==> src/sv/fysh_pkg.sv <==
`timescale 1ns / 1ps
// ----------------------------------------------------------------------------
// fysh_pkg
// shared types and constants of the fisher-yates shuffle engine
// ----------------------------------------------------------------------------
package fysh_pkg;

  // list storage
  localparam int DEPTH      = 64;
  localparam int ELEM_WIDTH = 32;
  localparam int IDX_W      = $clog2(DEPTH);
  localparam int CNT_W      = IDX_W + 1;

  // fixed field widths
  localparam int VAL_W  = 32;
  localparam int POS_W  = 6;
  localparam int WORD_W = 64;

  // remainder unit: bits retired per cycle
  localparam int DIV_BITS  = 8;
  localparam int DIV_STEPS = WORD_W / DIV_BITS;
  localparam int STEP_W    = $clog2(DIV_STEPS);

  // command queue
  localparam int Q_DEPTH  = 2;
  localparam int Q_PTR_W  = $clog2(Q_DEPTH);
  localparam int Q_FILL_W = $clog2(Q_DEPTH + 1);

  // request codes
  localparam logic REQ_LOAD = 1'b0;
  localparam logic REQ_RAND = 1'b1;

  typedef enum logic [1:0] {
    PH_LOAD = 2'd0,
    PH_SHUF = 2'd1
  } ph_t;

  typedef enum logic {
    CMD_LOAD = 1'b0,
    CMD_SWAP = 1'b1
  } cmd_op_t;

  typedef enum logic [2:0] {
    BK_IDLE  = 3'd0,
    BK_DIV   = 3'd1,
    BK_RDJ   = 3'd2,
    BK_WRI   = 3'd3,
    BK_WRJ   = 3'd4,
    BK_ERD   = 3'd5,
    BK_ECAP  = 3'd6,
    BK_EWAIT = 3'd7
  } bk_state_t;

  typedef struct packed {
    logic                 req_type;
    logic [VAL_W-1:0]     element_value;
    logic                 is_last;
    logic [WORD_W-1:0]    random_word;
  } in_item_t;

  typedef struct packed {
    logic [VAL_W-1:0]     out_value;
    logic [POS_W-1:0]     out_position;
    logic                 out_last;
  } out_item_t;

  // one queued command: a load or a swap, optionally followed by emitting the list
  typedef struct packed {
    cmd_op_t              op;
    logic                 emit;
    logic [IDX_W-1:0]     idx;
    logic [CNT_W-1:0]     cnt;
    logic [WORD_W-1:0]    data;
  } cmd_t;

  typedef struct packed {
    logic full;
    logic nonempty;
  } q_stat_t;

endpackage

==> src/sv/fisher_yates_shuffle_engine_top.sv <==
`timescale 1ns / 1ps
// ----------------------------------------------------------------------------
// fisher_yates_shuffle_engine_top
// loads a list, shuffles it with supplied random words, emits it in order
// ----------------------------------------------------------------------------
//
//   channel  ports                         direction  carries
//   in       in_valid in_ready in_data     sink       load item or random word
//   out      out_valid out_ready out_data  source     one shuffled list entry
//
// a load item is taken whenever the command queue has room and is
// written to the element store in the cycle the back end pops it from the queue
// a random word takes the back end through queue pop, the remainder unit
// (8 bits of the word per cycle), then read j, write i, write j
// each result item goes through store read, capture and handshake, the last
// held as long as the output waits on out_ready
// reset clears phase, counters, queue and output valid; the element store is
// not cleared, only written entries are ever read
// a stalled output holds the back end only; the front keeps taking items
// until the two-entry queue fills
//
module fisher_yates_shuffle_engine_top import fysh_pkg::*; (
  input  logic      clk,
  input  logic      rst_n,
  input  logic      in_valid,
  output logic      in_ready,
  input  in_item_t  in_data,
  output logic      out_valid,
  input  logic      out_ready,
  output out_item_t out_data
);

  // front to queue
  logic    q_push;
  cmd_t    q_cmd;

  // queue to back
  logic    q_pop;
  cmd_t    q_head;
  q_stat_t q_stat;

  // front: phase tracking and classification, ignored items are just dropped
  fysh_front u_front (
    .clk      (clk),
    .rst_n    (rst_n),
    .in_valid (in_valid),
    .in_ready (in_ready),
    .in_data  (in_data),
    .q_stat   (q_stat),
    .q_push   (q_push),
    .q_cmd    (q_cmd)
  );

  // decoupling queue
  fysh_queue u_queue (
    .clk      (clk),
    .rst_n    (rst_n),
    .push     (q_push),
    .push_cmd (q_cmd),
    .pop      (q_pop),
    .head     (q_head),
    .stat     (q_stat)
  );

  // back: element store, remainder unit, swap and readout sequencer
  fysh_back u_back (
    .clk       (clk),
    .rst_n     (rst_n),
    .q_head    (q_head),
    .q_stat    (q_stat),
    .q_pop     (q_pop),
    .out_valid (out_valid),
    .out_ready (out_ready),
    .out_data  (out_data)
  );

endmodule

==> src/sv/fysh_ram.sv <==
`timescale 1ns / 1ps
// ----------------------------------------------------------------------------
// fysh_ram
// generic simple dual-port ram, one write port, one registered read port
// ----------------------------------------------------------------------------
module fysh_ram #(
  parameter int DATA_W  = 32,
  parameter int N_WORDS = 64
) (
  input  logic                                        clk,
  input  logic                                        we,
  input  logic [((N_WORDS > 1) ? $clog2(N_WORDS) : 1)-1:0] waddr,
  input  logic [DATA_W-1:0]                           wdata,
  input  logic [((N_WORDS > 1) ? $clog2(N_WORDS) : 1)-1:0] raddr,
  output logic [DATA_W-1:0]                           rdata
);

  logic [DATA_W-1:0] mem_r [N_WORDS];
  logic [DATA_W-1:0] rdata_r;

  always_ff @(posedge clk) begin
    if (we) begin
      mem_r[waddr] <= wdata;
    end
    rdata_r <= mem_r[raddr];
  end

  assign rdata = rdata_r;

endmodule

==> src/sv/fysh_front.sv <==
`timescale 1ns / 1ps
// ----------------------------------------------------------------------------
// fysh_front
// accepts items, tracks phase, count and swap index, queues commands
// ----------------------------------------------------------------------------
module fysh_front import fysh_pkg::*; (
  input  logic     clk,
  input  logic     rst_n,
  input  logic     in_valid,
  output logic     in_ready,
  input  in_item_t in_data,
  input  q_stat_t  q_stat,
  output logic     q_push,
  output cmd_t     q_cmd
);

  ph_t              phase_r, phase_nxt;
  logic [CNT_W-1:0] count_r, count_nxt;
  logic [IDX_W-1:0] swap_r, swap_nxt;

  logic             acc;
  logic             room;
  logic [CNT_W-1:0] cnt_after;
  logic             closes;
  logic             shuf_done;

  assign in_ready  = !q_stat.full;
  assign acc       = in_valid && in_ready;
  assign room      = count_r < CNT_W'(DEPTH);
  assign cnt_after = room ? count_r + 1'b1 : count_r;
  assign closes    = in_data.req_type == REQ_LOAD && in_data.is_last;
  assign shuf_done = swap_r <= IDX_W'(1);

  // next phase
  always_comb begin
    phase_nxt = phase_r;
    if (acc) begin
      case (phase_r)
        PH_SHUF: begin
          if (in_data.req_type == REQ_RAND && shuf_done) begin
            phase_nxt = PH_LOAD;
          end
        end
        default: begin
          if (closes && cnt_after >= CNT_W'(2)) begin
            phase_nxt = PH_SHUF;
          end
        end
      endcase
    end
  end

  // commands and counters
  always_comb begin
    q_push      = 1'b0;
    q_cmd.op    = CMD_LOAD;
    q_cmd.emit  = 1'b0;
    q_cmd.idx   = IDX_W'(count_r);
    q_cmd.cnt   = cnt_after;
    q_cmd.data  = WORD_W'(in_data.element_value);
    count_nxt   = count_r;
    swap_nxt    = swap_r;
    if (acc) begin
      case (phase_r)
        PH_SHUF: begin
          if (in_data.req_type == REQ_RAND) begin
            q_push     = 1'b1;
            q_cmd.op   = CMD_SWAP;
            q_cmd.idx  = swap_r;
            q_cmd.cnt  = count_r;
            q_cmd.data = in_data.random_word;
            q_cmd.emit = shuf_done;
            if (shuf_done) begin
              count_nxt = '0;
              swap_nxt  = '0;
            end else begin
              swap_nxt = swap_r - 1'b1;
            end
          end
        end
        default: begin
          if (in_data.req_type == REQ_LOAD) begin
            q_push    = room;
            count_nxt = cnt_after;
            if (in_data.is_last) begin
              if (cnt_after < CNT_W'(2)) begin
                // single element list goes straight out
                q_cmd.emit = 1'b1;
                count_nxt  = '0;
              end else begin
                swap_nxt = IDX_W'(cnt_after - 1'b1);
              end
            end
          end
        end
      endcase
    end
  end

  always_ff @(posedge clk) begin
    if (!rst_n) begin
      phase_r <= PH_LOAD;
      count_r <= '0;
      swap_r  <= '0;
    end else begin
      phase_r <= phase_nxt;
      count_r <= count_nxt;
      swap_r  <= swap_nxt;
    end
  end

endmodule

==> src/sv/fysh_queue.sv <==
`timescale 1ns / 1ps
// ----------------------------------------------------------------------------
// fysh_queue
// short command queue between front and back
// ----------------------------------------------------------------------------
module fysh_queue import fysh_pkg::*; (
  input  logic    clk,
  input  logic    rst_n,
  input  logic    push,
  input  cmd_t    push_cmd,
  input  logic    pop,
  output cmd_t    head,
  output q_stat_t stat
);

  cmd_t                mem_r [Q_DEPTH];
  logic [Q_PTR_W-1:0]  wr_ptr_r, wr_ptr_nxt;
  logic [Q_PTR_W-1:0]  rd_ptr_r, rd_ptr_nxt;
  logic [Q_FILL_W-1:0] fill_r, fill_nxt;
  logic                do_push, do_pop;

  assign stat.full     = fill_r == Q_FILL_W'(Q_DEPTH);
  assign stat.nonempty = fill_r != '0;
  assign head          = mem_r[rd_ptr_r];
  assign do_pop        = pop && stat.nonempty;
  assign do_push       = push && (!stat.full || do_pop);

  always_comb begin
    wr_ptr_nxt = wr_ptr_r;
    rd_ptr_nxt = rd_ptr_r;
    fill_nxt   = fill_r;
    if (do_push) begin
      wr_ptr_nxt = (wr_ptr_r == Q_PTR_W'(Q_DEPTH - 1)) ? '0 : wr_ptr_r + 1'b1;
    end
    if (do_pop) begin
      rd_ptr_nxt = (rd_ptr_r == Q_PTR_W'(Q_DEPTH - 1)) ? '0 : rd_ptr_r + 1'b1;
    end
    if (do_push && !do_pop) begin
      fill_nxt = fill_r + 1'b1;
    end else if (do_pop && !do_push) begin
      fill_nxt = fill_r - 1'b1;
    end
  end

  always_ff @(posedge clk) begin
    if (do_push) begin
      mem_r[wr_ptr_r] <= push_cmd;
    end
  end

  always_ff @(posedge clk) begin
    if (!rst_n) begin
      wr_ptr_r <= '0;
      rd_ptr_r <= '0;
      fill_r   <= '0;
    end else begin
      wr_ptr_r <= wr_ptr_nxt;
      rd_ptr_r <= rd_ptr_nxt;
      fill_r   <= fill_nxt;
    end
  end

endmodule

==> src/sv/fysh_back.sv <==
`timescale 1ns / 1ps
// ----------------------------------------------------------------------------
// fysh_back
// executes queued commands: element writes, remainder and swap, list readout
// ----------------------------------------------------------------------------
module fysh_back import fysh_pkg::*; (
  input  logic      clk,
  input  logic      rst_n,
  input  cmd_t      q_head,
  input  q_stat_t   q_stat,
  output logic      q_pop,
  output logic      out_valid,
  input  logic      out_ready,
  output out_item_t out_data
);

  bk_state_t             state_r, state_nxt;
  logic [IDX_W-1:0]      i_r;
  logic [WORD_W-1:0]     word_r;
  logic [IDX_W-1:0]      rem_r;
  logic [STEP_W-1:0]     step_r;
  logic [ELEM_WIDTH-1:0] tmp_r;
  logic                  emit_r;
  logic [CNT_W-1:0]      n_r;
  logic [IDX_W-1:0]      k_r;
  logic                  out_valid_r;
  out_item_t             out_data_r;

  // control from the state decode
  logic                  start;
  logic                  div_run;
  logic                  out_load;
  logic                  out_take;
  logic                  ram_we;
  logic [IDX_W-1:0]      ram_waddr;
  logic [ELEM_WIDTH-1:0] ram_wdata;
  logic [IDX_W-1:0]      ram_raddr;
  logic [ELEM_WIDTH-1:0] ram_rdata;

  // remainder step
  logic [CNT_W-1:0]      divisor;
  logic [IDX_W-1:0]      rem_v;
  logic [CNT_W-1:0]      sh_v;
  logic                  step_last;
  logic                  k_last;

  assign divisor   = {1'b0, i_r} + 1'b1;
  assign step_last = step_r == STEP_W'(DIV_STEPS - 1);
  assign k_last    = ({1'b0, k_r} + 1'b1) == n_r;

  // restoring remainder, DIV_BITS bits of the word per cycle
  always_comb begin
    rem_v = rem_r;
    sh_v  = '0;
    for (int b = 0; b < DIV_BITS; b++) begin
      sh_v = {rem_v, word_r[WORD_W-1-b]};
      if (sh_v >= divisor) begin
        sh_v = sh_v - divisor;
      end
      rem_v = sh_v[IDX_W-1:0];
    end
  end

  // next state
  always_comb begin
    state_nxt = state_r;
    case (state_r)
      BK_IDLE: begin
        if (q_stat.nonempty) begin
          if (q_head.op == CMD_SWAP) begin
            state_nxt = BK_DIV;
          end else if (q_head.emit) begin
            state_nxt = BK_ERD;
          end
        end
      end
      BK_DIV:   if (step_last) state_nxt = BK_RDJ;
      BK_RDJ:   state_nxt = BK_WRI;
      BK_WRI:   state_nxt = BK_WRJ;
      BK_WRJ:   state_nxt = emit_r ? BK_ERD : BK_IDLE;
      BK_ERD:   state_nxt = BK_ECAP;
      BK_ECAP:  state_nxt = BK_EWAIT;
      BK_EWAIT: begin
        if (out_ready) begin
          state_nxt = out_data_r.out_last ? BK_IDLE : BK_ERD;
        end
      end
      default:  state_nxt = BK_IDLE;
    endcase
  end

  // outputs of the state decode
  always_comb begin
    q_pop     = 1'b0;
    start     = 1'b0;
    div_run   = 1'b0;
    out_load  = 1'b0;
    out_take  = 1'b0;
    ram_we    = 1'b0;
    ram_waddr = q_head.idx;
    ram_wdata = ELEM_WIDTH'(q_head.data);
    ram_raddr = i_r;
    case (state_r)
      BK_IDLE: begin
        if (q_stat.nonempty) begin
          q_pop  = 1'b1;
          start  = 1'b1;
          ram_we = q_head.op == CMD_LOAD;
        end
      end
      BK_DIV: begin
        div_run = 1'b1;
      end
      BK_RDJ: begin
        ram_raddr = rem_r;
      end
      BK_WRI: begin
        ram_we    = 1'b1;
        ram_waddr = i_r;
        ram_wdata = ram_rdata;
      end
      BK_WRJ: begin
        ram_we    = 1'b1;
        ram_waddr = rem_r;
        ram_wdata = tmp_r;
      end
      BK_ERD: begin
        ram_raddr = k_r;
      end
      BK_ECAP: begin
        out_load = 1'b1;
      end
      BK_EWAIT: begin
        out_take = out_ready;
      end
      default: begin
      end
    endcase
  end

  fysh_ram #(
    .DATA_W  (ELEM_WIDTH),
    .N_WORDS (DEPTH)
  ) u_ram (
    .clk   (clk),
    .we    (ram_we),
    .waddr (ram_waddr),
    .wdata (ram_wdata),
    .raddr (ram_raddr),
    .rdata (ram_rdata)
  );

  // datapath registers
  always_ff @(posedge clk) begin
    if (start) begin
      i_r    <= q_head.idx;
      word_r <= q_head.data;
      rem_r  <= '0;
      step_r <= '0;
      emit_r <= q_head.emit;
      n_r    <= q_head.cnt;
      k_r    <= '0;
    end
    if (div_run) begin
      word_r <= word_r << DIV_BITS;
      rem_r  <= rem_v;
      step_r <= step_r + 1'b1;
      // entry i is read throughout the remainder pass
      tmp_r  <= ram_rdata;
    end
    if (out_load) begin
      out_data_r.out_value    <= VAL_W'(ram_rdata);
      out_data_r.out_position <= POS_W'(k_r);
      out_data_r.out_last     <= k_last;
    end
    if (out_take) begin
      k_r <= k_r + 1'b1;
    end
  end

  always_ff @(posedge clk) begin
    if (!rst_n) begin
      state_r     <= BK_IDLE;
      out_valid_r <= 1'b0;
    end else begin
      state_r <= state_nxt;
      if (out_load) begin
        out_valid_r <= 1'b1;
      end else if (out_take) begin
        out_valid_r <= 1'b0;
      end
    end
  end

  assign out_valid = out_valid_r;
  assign out_data  = out_data_r;

endmodule

==> config.mk <==
export PLATFORM = sky130hd
export DESIGN_NAME = fisher_yates_shuffle_engine_top
export DESIGN_NICKNAME = d
export VERILOG_FILES = /design/src/sv/fysh_pkg.sv /design/src/sv/fisher_yates_shuffle_engine_top.sv /design/src/sv/fysh_ram.sv /design/src/sv/fysh_front.sv /design/src/sv/fysh_queue.sv /design/src/sv/fysh_back.sv
export SDC_FILE = /design/constraint.sdc
export NUM_CORES = 2
export LEC_CHECK = 0
export BUFFER_PORTS_ARGS = -buffer_cell sky130_fd_sc_hd__buf_2
export CORE_MARGIN = 4
export CORE_UTILIZATION = 50
export CTS_CLUSTER_DIAMETER = 30
export DETAILED_ROUTE_END_ITERATION = 12
export PLACE_DENSITY_LB_ADDON = 0.12
export SYNTH_ARGS = -nofsm -noshare
export SYNTH_HDL_FRONTEND = slang
export SYNTH_HIERARCHICAL = 1
export SYNTH_SLANG_ARGS = --single-unit
==> constraint.sdc <==
create_clock -name clk -period 30.3 [get_ports clk]
set_input_delay 6.06 -clock clk [delete_from_list [all_inputs] [get_ports clk]]
set_output_delay 6.06 -clock clk [all_outputs]
set_load 0.05 [all_outputs]
==> impl_summary.txt <==
----------------------------------------------------
[Setup path]
  Max Fanout on Critical Path ... 11
  CP required ... 30,970 ps
  Combined buffer and inverter count along the critical path ... 2
  Critical path arrival ... just under 20,000 ps
  Launching element type of the critical path ... register
  Worst Setup End Kind ... register
  Crit path max-delay family ... compound AO/OA/AOI/OAI gates
  Crit Path Category ... register to register
  Delay of the slowest critical-path stage ... about 520 ps
  Slowest CP cell ... a32oi_2

[Global routing]
  Maximum number of pins on one net before global-route repair ... 100
  Via count of the first global-routing pass ... 51,336
  Total routing resource utilization after global routing ... 26.0%
  Met3 routing resource usage after global routing ... 5.89%
  Global route total overflow ... 0
  M2 GR Usage ... 41.6%
  Peak-usage layer in the global routing report ... met2
  First-pass GRT wire length ... approximately 370,000 um
  Number of antenna violations at the first check in global routing ... 18
  Global-route met1 utilization ... approximately a third

[Yosys]
  List of most frequent post-synthesis cells ... edfxtp_1, mux4_2, nand2_1, nor2_1, clkbuf_1
  Number of flip-flops and latches in the synthesized netlist ... roughly 2,400
  Adder and majority gate portion of the synthesized area ... 0.936%
  Main flop type after synthesis ... edfxtp_1
  Number of warnings printed during yosys synthesis ... 6
  Post-synthesis xor/xnor area fraction ... 0.703%
  Share of async-settable or async-resettable flops after synthesis ... 0%
  Syn nets ... 5,024
  Combinational family with the most area after synthesis ... multiplexers
  Distinct cell type count after synthesis ... about 100
  Share of the synthesized area in the top cell type ... between 70% and 80%
  Biggest area contributors in the synthesized netlist ... edfxtp_1, mux4_2, dfxtp_1
  Count leader, synth ... edfxtp_1
  Number of synthesized flops with an enable pin ... 2,362
  Post-synthesis share of cell area spent on and, or, nand and nor gates ... ~3.4%
  Area of the mapped netlist ... 0.0967 sq mm
  Synth Area in Compound Gates ... under 10%
  Portion of netlist area occupied by mux cells ... 14.8%
  Fraction of the yosys area taken by sequential cells ... around three quarters
  Avg Cell Area, Syn ... 19.9 sq um
  Library cell with the largest summed area after synthesis ... edfxtp_1
  Count of mapped cells out of synthesis ... 4,857

[Clock network]
  Clk pin slew, worst setup/hold paths ... approximately 50 ps
  PostCTS Resize Cnt ... 0
  Clock sink total ... 2,425
  # H-tree levels ... 5
  Longest Clk Path Bufs ... 4
  CTS tree ... done
  Number of buffers inserted during clock tree synthesis ... 473
  Clock latency on the worst-skew pair ... 970 ps
  Hold buffer count at CTS ... 0
  Root buffer cell ... clkbuf_16
  Post-CTS repair timing setup buffer count ... 0

[STA]
  Measured slew at the worst slew-check pin ... 1200 ps
  Number of pins exceeding their max-slew limit in the final report ... 0
  Post-route worst hold slack ... 452 ps
  Final-report hold violation count ... 0
  Worst slew margin relative to its limit ... 19.9%
  Fmax ... about 0.053 GHz
  Setup TNS ... 0 ps
  Setup Viol. Count Final ... 0
  Crit share post-route ... 62.4%
  RSZ-0062 raised after global routing ... no
  Largest clock skew in the final design ... about 88 ps
  Time the worst path needs with I/O delays and setup ... 18,900 ps

[Floorplanning]
  Floorplan Core Area ... 0.192 sq mm
  I/O Pins ... 143
  DIE HEIGHT ... 448 um
  Starting utilization of the core area ... 50.2%
  Die width ... 448 um
  Die Footprint ... 0.200 sq mm
  Row cnt ... approximately 160

[Detailed routing]
  Final Routed Wirelength ... 259,000 um
  Vias post-DR ... a little over 50,000
  DR iter-0 viols ... 5,449
  Post-detailed-route via-to-cell ratio ... 6.10
  Number of nets still failing antenna checks after routing ... 0
  Drt pass-1 iters ... 5
  Post-DR wirelength/cell ... 31.2 um
  DRC violations left ... 0

[Finish]
  Final cell utilization of the core ... 61.1%
  Fraction of final layout cells sized beyond drive strength 1 ... 32.5%
  Area growth syn-to-layout ... 21.6%
  Number of nets in the layout ... between 5,000 and 6,000
  Fill count ... 13,463

[Outcome]
  Status ... finished, final reports clean

[Placed design]
  Placed wire-length estimate after detailed placement ... 142,000 um
  RePlAce Congestion ... 0.794
  Number of I/O port buffers ... 142

[Min path]
  Worst hold-check path type ... register to register

[Run]
  Max-cap viol count ... 0

----------------------------------------------------
[path summary, 6_finish.rpt]
| kind | end | slack (ps) | cells after the start | from |
|---|---|---|---|---|
| min reg2reg | u_back/word_r[4]$_SDFFE_PP0P_ | 450 | 2 | u_back/word_r[4]$_SDFFE_PP0P_ |
| max | u_back/rem_r[3]$_SDFFCE_PN0P_ | 11400 | 74 | u_back/i_r[0]$_DFFE_PP_ |
| max reg2reg | u_back/rem_r[3]$_SDFFCE_PN0P_ | 11400 | 74 | u_back/i_r[0]$_DFFE_PP_ |
| min | u_back/word_r[4]$_SDFFE_PP0P_ | 450 | 2 | u_back/word_r[4]$_SDFFE_PP0P_ |
[worst reg2reg max path: cells and delay by family (launching register included)]
family / cells / cell delay (ps)
fa+ha+maj: 9 / 2940
compound gates: 44 / 10470
mux: 4 / 1350
buf+inv: 2 / 250
flops: 1 / 490
simple gates: 15 / 3120
[cell usage in the layout (no fill, tap or decap), drive strengths merged, types with 9 or more instances in the layout]
master    netlist  layout
edfxtp       2362    2362
mux4          544     544
clkbuf        125     539
buf           131     299
nand2         280     280
nor2          206     206
clkinv          1     177
a21oi         129     129
mux2i         105     105
o22ai          91      91
mux2           87      87
bufinv          0      81
inv            52      75
dfxtp          63      63
a22o           57      57
ha             57      57
a22oi          53      53
clkinvlp        0      52
xnor2          52      52
o21ai          50      50
and2           44      44
nor3           33      33
o221ai         29      29
nand3          28      28
nor2b          27      27
a21o           25      25
and3           21      21
xor2           20      20
nand2b         18      18
a311oi         12      12
a31o           12      12
nand3b         10      10
nand4          10      10
or3            10      10
diode           0       9
a31oi           9       9
[stage by stage]
stage / worst slack, ps / cell area, sq um / instances
finish: 11400 / 118000 / 8306
CTS: 11300 / 118000 / 8297
detailed placement: 11300 / 101000 / 7426
floorplan: 14290 / 96700 / 4857
global route: 9820 / 118000 / 8303
global placement: 11500 / 101000 / 7426
[state kept, by name, summed over array words and instances, names as in the netlist, named ones only]
signal,flops
u_front/phase_r,1
u_back/state_r,3
u_back/word_r,64
u_front/swap_r,6
u_queue/fill_r,2
u_queue/mem_r,158
u_back/tmp_r,32
u_back/step_r,3
u_back/i_r,6
u_back/rem_r,6
u_back/n_r,7
u_front/count_r,7
u_back/out_valid,1
u_queue/wr_ptr_r,1
u_queue/rd_ptr_r,1
u_back/k_r,6
u_back/out_data,39
u_back/u_ram/rdata,32
u_back/emit_r,1
u_back/u_ram/mem_r,2048
[layer usage]
layer  vias to the layer above  part of all wire [%]
li1                      21206                     -
met2                      2161                    48
met5                         -                0.0046
met1                     26843                    39
met3                       456                   8.3
met4                         2                   4.1
[cell families (layout without fill, tap and decap cells)]
logic type | count (synthesis) | in the layout
DFF | 2425 | 2425
other | 0 | 9
xor gates and xnor gates | 72 | 72
and+or+nand+nor | 713 | 713
buffers and inverters | 309 | 1223
muxes | 736 | 736
adders and majority gates | 68 | 68
AOI/OAI and AO/OA | 534 | 534
[area by class of cell]
cell class	instances	area, sq um	share of cell area (%)
well taps	2526	3160	2.69
inverters	53	204	0.173
clock buffers	539	12300	10.5
repair buffers	299	1950	1.66
flip-flops and latches	2425	72200	61.4
multi-input cells	2123	23700	20.2
clock inverters	332	3980	3.39
diodes	9	22.5	0.0192
Power is left out: the tool's default activity adds up to more than one toggle a clock period on the data nets, which glitch-free logic cannot reach.
